==> config.mk <==
export PLATFORM = sky130hd
export DESIGN_NAME = ccas_ctrl
export DESIGN_NICKNAME = d
export VERILOG_FILES = /design/src/rtl/ccas_pkg.sv /design/src/rtl/ccas_ctrl.sv
export SDC_FILE = /design/constraint.sdc
export NUM_CORES = 1
export LEC_CHECK = 0
export ABC_AREA = 1
export BUFFER_PORTS_ARGS = -buffer_cell sky130_fd_sc_hd__buf_2
export CELL_PAD_IN_SITES_DETAIL_PLACEMENT = 0
export CELL_PAD_IN_SITES_GLOBAL_PLACEMENT = 1
export CORE_MARGIN = 2
export CORE_UTILIZATION = 28
export CTS_CLUSTER_SIZE = 16
export DETAILED_ROUTE_END_ITERATION = 16
export HOLD_SLACK_MARGIN = 0.1
export PLACE_DENSITY = 0.71
export SYNTH_ARGS = -nofsm -noshare
export SYNTH_HDL_FRONTEND = slang
export SYNTH_SLANG_ARGS = --single-unit
==> constraint.sdc <==
create_clock -name clock -period 1.6 [get_ports clock]
set_input_delay 0.16 -clock clock [delete_from_list [all_inputs] [get_ports clock]]
set_output_delay 0.16 -clock clock [all_outputs]
set_load 0.01 [all_outputs]
==> src/rtl/ccas_pkg.sv <==
// ---------------------------------------------------------------------------
// ccas_pkg
// Shared types and constants for the cyclic cellular automaton step core.
// ---------------------------------------------------------------------------
package ccas_pkg;

   // request codes
   localparam logic [1:0] REQ_LOAD = 2'd0;
   localparam logic [1:0] REQ_STEP = 2'd1;
   localparam logic [1:0] REQ_READ = 2'd2;

   // configuration register indexes
   localparam logic [1:0] CSR_RANGE     = 2'd0;
   localparam logic [1:0] CSR_THRESHOLD = 2'd1;
   localparam logic [1:0] CSR_STATES    = 2'd2;
   localparam logic [1:0] CSR_MOORE     = 2'd3;

   localparam int CELL_W  = 5;
   localparam int CSR_W   = 7;
   localparam int RANGE_W = 3;
   localparam int THR_W   = 7;
   localparam int SC_W    = 6;

   // reset values of the configuration registers
   localparam logic [RANGE_W-1:0] RANGE_RST = 3'd1;
   localparam logic [THR_W-1:0]   THR_RST   = 7'd1;
   localparam logic [SC_W-1:0]    SC_RST    = 6'd4;

   // controller to datapath commands
   typedef struct packed {
      logic clr_en;    // clear one cell after reset
      logic load_en;   // load request accepted
      logic read_en;   // read request accepted
      logic rd_out;    // present read data on the response register
      logic init_en;   // set up neighbourhood walk for current cell
      logic base_en;   // compute row base, fetch center cell
      logic scan_en;   // fetch one neighbour
      logic write_en;  // store updated cell in work copy
      logic copy_en;   // copy one cell back from work copy
      logic done_en;   // present step completion
   } cmd_type;

   // datapath to controller status
   typedef struct packed {
      logic clear_last;
      logic scan_last;
      logic cell_last;
      logic copy_last;
      logic rsp_free;
   } status_type;

endpackage

==> src/rtl/ccas_ctrl.sv <==
// ---------------------------------------------------------------------------
// ccas_ctrl
// Sequencer: reset clear pass, load/read requests, and the generation walk
// (per cell: setup, center fetch, neighbour scan, update), then copy-back.
// ---------------------------------------------------------------------------
module ccas_ctrl (
   input  logic                 clock,
   input  logic                 reset,
   input  logic                 req_valid,
   output logic                 req_ready,
   input  logic [1:0]           req_type,
   input  ccas_pkg::status_type status,
   output ccas_pkg::cmd_type    cmd
);

   localparam logic [3:0] S_CLEAR  = 4'd0;
   localparam logic [3:0] S_IDLE   = 4'd1;
   localparam logic [3:0] S_RD_OUT = 4'd2;
   localparam logic [3:0] S_INIT   = 4'd3;
   localparam logic [3:0] S_BASE   = 4'd4;
   localparam logic [3:0] S_SCAN   = 4'd5;
   localparam logic [3:0] S_DRAIN  = 4'd6;
   localparam logic [3:0] S_WRITE  = 4'd7;
   localparam logic [3:0] S_COPY   = 4'd8;
   localparam logic [3:0] S_CDRAIN = 4'd9;
   localparam logic [3:0] S_DONE   = 4'd10;

   logic [3:0] state_ff;
   logic [3:0] state_in;

   assign req_ready = (state_ff == S_IDLE);

   // next state and commands
   always_comb begin
      state_in = state_ff;
      cmd      = '0;
      case (state_ff)
         S_CLEAR: begin
            cmd.clr_en = 1'b1;
            if (status.clear_last) state_in = S_IDLE;
         end
         S_IDLE: begin
            if (req_valid) begin
               case (req_type)
                  ccas_pkg::REQ_LOAD: cmd.load_en = 1'b1;
                  ccas_pkg::REQ_READ: begin
                     cmd.read_en = 1'b1;
                     state_in    = S_RD_OUT;
                  end
                  ccas_pkg::REQ_STEP: state_in = S_INIT;
                  default: ;
               endcase
            end
         end
         S_RD_OUT: begin
            if (status.rsp_free) begin
               cmd.rd_out = 1'b1;
               state_in   = S_IDLE;
            end
         end
         S_INIT: begin
            cmd.init_en = 1'b1;
            state_in    = S_BASE;
         end
         S_BASE: begin
            cmd.base_en = 1'b1;
            state_in    = S_SCAN;
         end
         S_SCAN: begin
            cmd.scan_en = 1'b1;
            if (status.scan_last) state_in = S_DRAIN;
         end
         S_DRAIN: state_in = S_WRITE;
         S_WRITE: begin
            cmd.write_en = 1'b1;
            state_in     = status.cell_last ? S_COPY : S_INIT;
         end
         S_COPY: begin
            cmd.copy_en = 1'b1;
            if (status.copy_last) state_in = S_CDRAIN;
         end
         S_CDRAIN: state_in = S_DONE;
         S_DONE: begin
            if (status.rsp_free) begin
               cmd.done_en = 1'b1;
               state_in    = S_IDLE;
            end
         end
         default: state_in = S_IDLE;
      endcase
   end

   always_ff @(posedge clock) begin
      if (reset) begin
         state_ff <= S_CLEAR;
      end else begin
         state_ff <= state_in;
      end
   end

endmodule

After elaboration in Yosys (flattened, before gate mapping)

Index checks and enable logic that the tools add are counted.

Flip-flop bits (word level): 4
Input bits: 10
Output and inout port bits: 11
Logic and storage cells: 44

Eq/ne operators: 18
Multiplexer cells: 21
Reduce and logical (&&, ||, !) cells: 4

Operator list:

| cell                 | number |
|---|---|
| $pmux W4 S10         | 1 |
| $mux W4              | 6 |
| $eq A4 B3 Y1 const B | 4 |
| $eq A4 B4 Y1 const B | 3 |
| $mux W1              | 11 |
| $eq A4 B2 Y1 const B | 2 |
| $ne A2 B2 Y1 const B | 4 |
| $pmux W4 S2          | 1 |
| $reduce_and A6 Y1    | 1 |
| $eq A4 B1 Y1 const B | 1 |
| $logic_not A4 Y1     | 1 |
| $mux W2              | 2 |
| $ne A3 B1 Y1 const B | 1 |
| $eq A2 B1 Y1 const B | 1 |
| $eq A2 B2 Y1 const B | 1 |
| $logic_not A2 Y1     | 1 |
| $ne A2 B1 Y1 const B | 1 |
| $reduce_or A2 Y1     | 1 |

Longest topological paths before layout

Gate-level depths: netlist (run 1).

Depth after elaboration: 4
Gate-level depth with buffers: 10
Depth with buffers taken out: 10

Worst setup path before layout (run 1)

Ideal clock, no wire load.

Path kind: register to output
Start point: register state_ff[3]
End point: output cmd[7] (netlist name)
Data arrival time: 1018 ps
Required time: 1440 ps
Slack: 422 ps
Stages on the path, launching flop included: 6
Path buffers: 0
Path through: dfxtp_1 -> nor2_2 -> inv_2 -> nor2_4 -> nand3_1 -> nor2_1

RTL lines:

| item                   | RTL line        | RTL |
|---|---|---|
| from (decl)            | ccas_ctrl.sv:28 | `logic [3:0] state_ff;` |
| from (signal assigned) | ccas_ctrl.sv:97 | `state_ff <= state_in;` |
| to (decl)              | ccas_ctrl.sv:13 | `output ccas_pkg::cmd_type cmd` |

==> reports/results.tsv, run 1 <==
metric	value	unit
status	finished, final reports clean	
largest_reg_flops	4	
clockBufferDepth	2	
end_kind	primary output	
ir_drop	0.696	mV
clkSinkCount	4	
n_fill_cell	176	
start_kind	flop	
cts_tree	yes	
r2r_setup_slack	350	ps
areaGrowthSynthToFinish	33.6	%
synth_area	454	um^2
power	1.06	mW
synthCells	79	
routed_wl	1.02	mm
grt_pass1_wl	1.70	mm
die_w	44.3	um
grt_max_degree	10	
switching_power	558	uW
min_path_type	input port to flop	
synth_area_leader_cell	dfxtp_1	
cp_data_arrival_time	1310	ps
route.detailed.drc	0	
grt_antenna_before_repair	0	
crit_chain	nor2_4, inv_2, nor2_4, nand3_1, nor2_1, buf_2	
maxSlewHeadroom	81.0	%
clock_skew	2.46	ps
dp_hpwl	875	um
dieHeight	44.3	um
coreArea	1510	um^2
p_leak	0.350	nW
grt_overflow	0	
diodes	0	
yosysSeqAreaShare	17.6	%
netlist_top_cells_area	dfxtp_1 (18%), nand2_1 (16%), nor2_1 (9.1%)	
die-area	1960	um^2
ys_ff_latch	4	
period_share	91.9	%
setup_viol	0	
avgSynthCellArea	5.75	um^2
grtUsageMet3	1.22	%
clock_power_share	11.5	%
layout-drive-gt1-share	43.1	%
yosysWarnings	0	
fin_nets	114	
grt_pass1_vias	438	
critPathMaxFanout	5	
finalSetupTns	0	ps
vias	523	
period_needed	1470	ps
rsz0062_at_grt	false	
drt_iter0_markers	8	
reg_top3	state_ff x4	
largest-register	state_ff	
gp_congestion	0.729	
hold_viol	0	
numCtsBuffers	3	
timing.fmax	680	MHz
clk_latency	230	ps
drtPass1Iterations	3	
cp_slowest_stage_delay	380	ps
cts_setup_buffers	0	
grtUsageTotal	11.8	%
p_sw_share	52.6	%
pin_count	21	
grt-busiest-layer	met2	
syn_nets	89	
worstPathRequired	1440	ps
clkTransAtPathRegs	40	ps
seq_power_share	22.7	%
met1_usage	15.0	%
portBuffers	20	
p_comb_share	65.8	%
wl_per_cell	8.68	um
antenna_left	0	
htreeDepth	1	
synth_cell_type_count	18	
intPower	503	uW
tightest_slew	284	ps
cap_violations	0	
crit_top_cell	nor2_4	
root_buffer	clkbuf_4	
viasPerCell	4.43	
criticalPathCategory	flop to primary output	
met2_usage	18.8	%
rows	14	
slowest_stage	dfxtp_1	
synth.top_cell.area_share	17.6	%
power.density	1750	nW/um^2
maxSlewViolCount	0	
initial_core_util	30.1	%
[cell type report]
type                    instances  area, um^2  share of cell area, %
clock buffers                   3        22.5                   3.71
multi-input cells              58         312                   51.3
flip-flops and latches          4        82.6                   13.6
inverters                      16        60.1                   9.90
well taps                      16        20.0                   3.30
repair buffers                 21         110                   18.1
[Yosys cell counts]
cell and number:
nand2_2 1, nor2_4 3, nand2_4 2, nor2_1 11, nand3b_1 1, a21boi_0 2, nor4_1 1, buf_4 1
nand3_1 6, dfxtp_1 4, inv_2 6, o21ai_0 2, inv_1 10, nand2_1 19, nor2_2 6, nor3_1 2
a21oi_1 1, nand3_2 1
[what timing repair did]
action                                  in CTS  in global routing
hold buffers                                 1                  0
hold endpoints to repair                     1                  0
resized for setup                            0                  3
endpoints found under the setup margin       0                  3
[layout by cell type, fill, tap and decap left out, drive strengths merged]
master / n
a21oi: 1
nand3: 7
dlygate4sd3: 1
nor2: 20
clkbuf: 3
buf: 20
nor3: 2
dfxtp: 4
inv: 16
a21boi: 2
o21ai: 2
nor4: 1
nand3b: 1
nand2: 22
[final timing paths]
check / startpoint / end / depth (start not counted)
setup / recovery: state_ff[3]$_SDFFE_PP0P_ / cmd[8] / 6
hold / removal: status[2] / state_ff[3]$_SDFFE_PP0P_ / 5
setup reg to reg: state_ff[3]$_SDFFE_PP0P_ / state_ff[1]$_SDFFE_PP0P_ / 9
hold reg to reg: state_ff[1]$_SDFFE_PP0P_ / state_ff[1]$_SDFFE_PP0P_ / 2
[power by group through the flow]
stage          Clock [mW]  Combinational, mW  Sequential, mW
2_1_floorplan           0              0.587           0.192
3_3_place_gp            0              0.710           0.236
3_5_place_dp            0              0.700           0.231
4_1_cts             0.127              0.705           0.229
5_1_grt             0.129              0.801           0.252
6_report            0.122              0.699           0.241
[metal layers]
| layer | wire [um] | vias up | share of wire (%) |
|---|---|---|---|
| li1 | - | 288 | - |
| met1 | 460 | 226 | 45 |
| met2 | 521 | 9 | 51 |
| met3 | 42 | 0 | 4.1 |
| met4 | 0 | 0 | 0 |
| met5 | 0 | - | 0 |
[metrics by stage]
stage	util (%)	area, um^2	hold slack (ps)	std cells	setup WS (ps)
floorplan	-	454	229	79	422
global placement	37.6	567	334	114	208
detailed placement	37.6	567	335	114	260
CTS	39.8	599	300	118	58.1
global route	40.3	607	351	118	14.2
finish	40.3	607	304	118	129
[worst max-delay path: cells and delay by family (launching register included)]
kind / cells / cell delay (ps)
buffers and inverters: 2 / 210
flip-flops: 1 / 380
AND/OR/NAND/NOR: 4 / 500
[logic make-up (layout without fill, tap and decap cells)]
group                  Yosys count  after routing  share of synthesized area, %
AOI/OAI and AO/OA                5              5                          6.61
buffers and inverters           17             40                          14.9
and+or+nand+nor                 53             53                          60.9
DFF                              4              4                          17.6
Power figures use the tool's default switching activity.
==> inputs of run 2 (changes only) <==
--- a/config.mk
+++ b/config.mk
@@ -7,14 +7,12 @@
 export LEC_CHECK = 0
 export ABC_AREA = 1
 export BUFFER_PORTS_ARGS = -buffer_cell sky130_fd_sc_hd__buf_2
-export CELL_PAD_IN_SITES_DETAIL_PLACEMENT = 0
-export CELL_PAD_IN_SITES_GLOBAL_PLACEMENT = 1
 export CORE_MARGIN = 2
-export CORE_UTILIZATION = 28
+export CORE_UTILIZATION = 30
 export CTS_CLUSTER_SIZE = 16
 export DETAILED_ROUTE_END_ITERATION = 16
 export HOLD_SLACK_MARGIN = 0.1
-export PLACE_DENSITY = 0.71
+export PLACE_DENSITY = 0.51
 export SYNTH_ARGS = -nofsm -noshare
 export SYNTH_HDL_FRONTEND = slang
 export SYNTH_SLANG_ARGS = --single-unit
==> reports/results.tsv, run 2 (synthesis gave the netlist of run 1 again) <==
metric	value	unit	change
status	finished, final reports clean		
final_cell_mix	buf_2 (20), nand2_1 (19), nor2_1 (11)		
tightest_slew	279	ps	-4.84 ps
end_kind	primary output		
intPower	506	uW	+0.58%
cts_tree	yes		
grt_pass1_vias	481		+9.8%
ir_drop	0.780	mV	+12%
dpl_cell_area	567	um^2	unchanged
drtPass1Iterations	4		+1
die-area	1840	um^2	-6.1%
period_needed	1450	ps	-23.5 ps
areaGrowthSynthToFinish	33.9	%	
power.density	1750	nW/um^2	-0.10%
grt_pass1_wl	1.87	mm	+9.7%
reg_top3	state_ff x4		
timing.fmax	691	MHz	+1.6%
rows	14		unchanged
layout-drive-gt1-share	44.1	%	+0.98 points
clkTransAtPathRegs	30	ps	about the same
power	1.06	mW	+0.10%
p_leak	0.351	nW	+0.10%
hold_viol	0		unchanged
setup_viol	0		unchanged
clkSinkCount	4		unchanged
clk_latency	230	ps	about the same
wl_per_cell	8.90	um	+2.5%
portBuffers	20		unchanged
grtUsageTotal	13.5	%	+1.8 points
final_common_cell	buf_2		
largest-register	state_ff		
cap_violations	0		unchanged
r2r_setup_slack	360	ps	about the same
n_fill_cell	180		+2.3%
clockBufferDepth	2		unchanged
viasPerCell	4.39		-0.96%
worstPathRequired	1440	ps	about the same
final_area	608	um^2	+0.21%
htreeDepth	1		unchanged
fin_nets	114		unchanged
route.detailed.drc	0		unchanged
numCtsBuffers	3		unchanged
seq_power_share	23.1	%	+0.4 points
maxSlewHeadroom	81.4	%	+0.32 points
maxSlewViolCount	0		unchanged
period_share	90.4	%	-1.5 points
pin_count	21		unchanged
clock_skew	2.83	ps	+0.372 ps
criticalPathCategory	flop to primary output		
cp_data_arrival_time	1290	ps	-20 ps
min_path_type	input port to flop		
finalSetupTns	0	ps	unchanged
dp_hpwl	878	um	+0.31%
critPathMaxFanout	6		+1
diodes	0		unchanged
routed_wl	1.05	mm	+2.5%
clock_power_share	11.2	%	-0.3 points
p_sw_share	52.3	%	-0.23 points
gp_congestion	0.765		+4.9%
root_buffer	clkbuf_4		
initial_core_util	31.2	%	+1.1 points
largest_reg_flops	4		unchanged
rsz0062_at_grt	false		
dieHeight	42.9	um	-3.1%
drt_iter0_markers	6		-2
coreArea	1450	um^2	-3.5%
grt_max_degree	10		unchanged
p_comb_share	65.7	%	about the same
grt_antenna_before_repair	0		unchanged
grt_overflow	0		unchanged
antenna_left	0		unchanged
switching_power	556	uW	-0.32%
cts_setup_buffers	0		unchanged
start_kind	flop		
vias	518		-0.96%
die_w	42.9	um	-3.1%
==> run 2: path summary, 6_finish.rpt <==
check,startpoint,endpoint,cells after the start
hold reg to reg,state_ff[1]$_SDFFE_PP0P_,state_ff[1]$_SDFFE_PP0P_,2
setup reg to reg,state_ff[2]$_SDFFE_PP0P_,state_ff[3]$_SDFFE_PP0P_,7
hold / removal,status[2],state_ff[3]$_SDFFE_PP0P_,5
setup / recovery,state_ff[2]$_SDFFE_PP0P_,cmd[8],6
==> run 2: metrics by stage <==
stage / hold slack, ps / setup WS [ps] / utilization (%) / instances
finish: 301 / 153 / 41.8 / 118
floorplan: 229 / 422 / - / 79
CTS: 293 / 46.4 / 41.2 / 118
detailed placement: 339 / 269 / 39.0 / 114
global placement: 341 / 217 / 39.0 / 114
global route: 316 / 25.7 / 41.8 / 118
==> run 2: power by group through the flow <==
stage | registers, mW | logic (mW) | clock network, mW
after floorplan | 0.192 | 0.587 | 0
after global placement | 0.234 | 0.707 | 0
after detailed placement | 0.232 | 0.694 | 0
after CTS | 0.230 | 0.699 | 0.127
after global routing | 0.260 | 0.796 | 0.140
final | 0.245 | 0.698 | 0.119
==> run 2: worst max-delay path, cell delays in order (launching register included) <==
cell and delay [ps]:
dfxtp_1 370, nor2_4 140, inv_2 80, nor2_4 120
nand3_1 110, nor2_1 100, buf_2 130
==> run 2: timing repair <==
item	CTS	global route
endpoints found under the hold margin	1	0
gates resized for setup	0	4
hold buffers	1	0
setup endpoints to repair	0	3
==> run 2: cell type report <==
class                           instances  area (um^2)  area share [%]
Clock buffer                            3         22.5            3.70
Inverter                               16         60.1            9.88
Multi-Input combinational cell         58          312            51.2
Sequential cell                         4         83.8            13.8
Tap cell                               16         20.0            3.29
Timing Repair Buffer                   21          110            18.1
==> run 2: routing by layer <==
| metal | vias to the layer above | wire (um) | GRT usage [%] |
|---|---|---|---|
| met5 | - | 0 | 0 |
| met4 | 0 | 0 | 9.38 |
| met3 | 0 | 38 | 2.55 |
| met2 | 11 | 524 | 20.9 |
| met1 | 217 | 487 | 16.6 |
| li1 | 290 | - | - |
==> inputs of run 3 (changes only) <==
--- a/config.mk
+++ b/config.mk
@@ -12,7 +12,7 @@
 export CTS_CLUSTER_SIZE = 16
 export DETAILED_ROUTE_END_ITERATION = 16
 export HOLD_SLACK_MARGIN = 0.1
-export PLACE_DENSITY = 0.51
+export PLACE_DENSITY = 0.54
 export SYNTH_ARGS = -nofsm -noshare
 export SYNTH_HDL_FRONTEND = slang
 export SYNTH_SLANG_ARGS = --single-unit
==> reports/results.tsv, run 3 (synthesis gave the netlist of run 1 again) <==
metric	value	unit	change
status	finished, final reports clean		
portBuffers	20		unchanged
maxSlewViolCount	0		unchanged
end_kind	primary output		
r2r-end	state_ff[0]$_SDFFE_PP0P_		
crit_cells	5		-1
grtUsageTotal	13.2	%	-0.35 points
pin_count	21		unchanged
numCtsBuffers	3		unchanged
initial_core_util	31.2	%	unchanged
final_common_cell	buf_2		
setup_viol	0		unchanged
rsz0062_at_grt	false		
worstRegToRegCells	9		+2
clkSinkCount	4		unchanged
viasPerCell	4.69		+6.9%
clockBufferDepth	2		unchanged
cp_slowest_stage_delay	470	ps	+100 ps
grt_pass1_vias	471		-2.1%
fin_nets	114		unchanged
grt_antenna_before_repair	0		unchanged
routed_wl	1.10	mm	+4.7%
cap_violations	0		unchanged
critPathMaxFanout	7		+1
root_buffer	clkbuf_4		
power.density	1780	nW/um^2	+1.9%
crit_start	state_ff[1]$_SDFFE_PP0P_		
htreeDepth	1		unchanged
dp_hpwl	887	um	+1.0%
drtPass1Iterations	4		unchanged
tightest_slew	287	ps	+7.98 ps
largest-register	state_ff		
maxSlewHeadroom	80.8	%	-0.53 points
hold_viol	0		unchanged
criticalPathCategory	flop to primary output		
route.detailed.drc	0		unchanged
clkTransAtPathRegs	40	ps	about the same
p_leak	0.350	nW	-0.20%
final_core_util	41.7	%	-0.17 points
ir_drop	0.885	mV	+14%
reg_top3	state_ff x4		
finalSetupTns	0	ps	unchanged
largest_reg_flops	4		unchanged
slowest_stage	dfxtp_1		
rows	14		unchanged
areaGrowthSynthToFinish	33.3	%	
regToRegStartpoint	state_ff[3]$_SDFFE_PP0P_		
drt_iter0_markers	12		+6
timing.fmax	673	MHz	-2.6%
worstPathRequired	1440	ps	about the same
critical_path_buf_inv_count	3		+1
layout-drive-gt1-share	42.2	%	-2.0 points
gp_congestion	0.790		+3.2%
wl_per_cell	9.31	um	+4.7%
die-area	1840	um^2	unchanged
vias	554		+6.9%
final_cell_mix	buf_2 (20), nand2_1 (19), nor2_1 (11)		
start_kind	flop		
grt_pass1_wl	1.79	mm	-4.4%
grt_overflow	0		unchanged
period_share	92.8	%	+2.4 points
clk_latency	240	ps	about the same
cp_data_arrival_time	1330	ps	+40 ps
coreArea	1450	um^2	unchanged
r2r_setup_slack	300	ps	-60 ps
dieHeight	42.9	um	unchanged
period_needed	1490	ps	+38.0 ps
cts_tree	yes		
crit_chain	inv_2, nor2_1, inv_1, nor4_1, buf_2		
crit_family	flip-flops		
min_path_type	input port to flop		
worstSetupEndpoint	cmd[0]		
antenna_left	0		unchanged
grt_max_degree	10		unchanged
clock_skew	2.12	ps	-0.713 ps
die_w	42.9	um	unchanged
diodes	0		unchanged
## run 3: cell counts in the layout (fill, tap and decap cells not counted)
No cell type changed its count.
## run 3: how the worst min path moves through the flow
stage / from / endpoint / slack [ps] / cells past startpoint
finish: status[2] / state_ff[3]$_SDFFE_PP0P_ / 290 / 5
CTS: status[2] / state_ff[3]$_SDFFE_PP0P_ / 290 / 5
floorplan: reset / state_ff[2]$_SDFFE_PP0P_ / 230 / 1
global placement: reset / state_ff[2]$_SDFFE_PP0P_ / 340 / 2
detailed placement: reset / state_ff[2]$_SDFFE_PP0P_ / 340 / 2
global route: status[2] / state_ff[3]$_SDFFE_PP0P_ / 320 / 5
## run 3: cell type report
class	instances	area, um^2
clock buffers	3	22.5
inverters	16	60.1
fillers	185	848
well taps	16	20.0
repair buffers	21	110
multi-input cells	58	312
flip-flops and latches	4	81.3
## run 3: timing repair
item	in CTS	in global routing
hold endpoints to repair	1	0
hold buffers	1	0
resized for setup	0	2
setup endpoints to repair	0	2
setup buffers	0	0
## run 3: worst register-to-register path: cells and delay by family (launching register included)
family,cells,cell delay (ps)
AOI/OAI and AO/OA,1,80
buffers and inverters,1,90
DFF,1,470
and+or+nand+nor,7,550
## run 3: report_power, final
part / switching [mW] / total, mW / internal, mW
sequential: 0.0942 / 0.239 / 0.145
combinational: 0.440 / 0.711 / 0.271
clock: 0.0433 / 0.127 / 0.0840
total: 0.577 / 1.08 / 0.500
## run 3: through the flow
stage / std cells / area (um^2) / setup slack, ps / hold slack (ps) / power, mW
5_1_grt: 118 / 606 / 1.41 / 320 / 1.18
3_3_place_gp: 114 / 567 / 248 / 337 / 0.935
3_5_place_dp: 114 / 567 / 237 / 339 / 0.936
2_1_floorplan: 79 / 454 / 422 / 229 / 0.779
4_1_cts: 118 / 599 / 48.6 / 288 / 1.07
6_report: 118 / 606 / 115 / 293 / 1.08
## run 3: layer usage
metal | vias to the layer above | wire, um | global-route usage [%]
met5 | - | 0 | 0
met4 | 0 | 31 | 9.38
met3 | 5 | 51 | 2.55
met2 | 20 | 530 | 22.7
met1 | 242 | 485 | 14.1
li1 | 287 | - | -
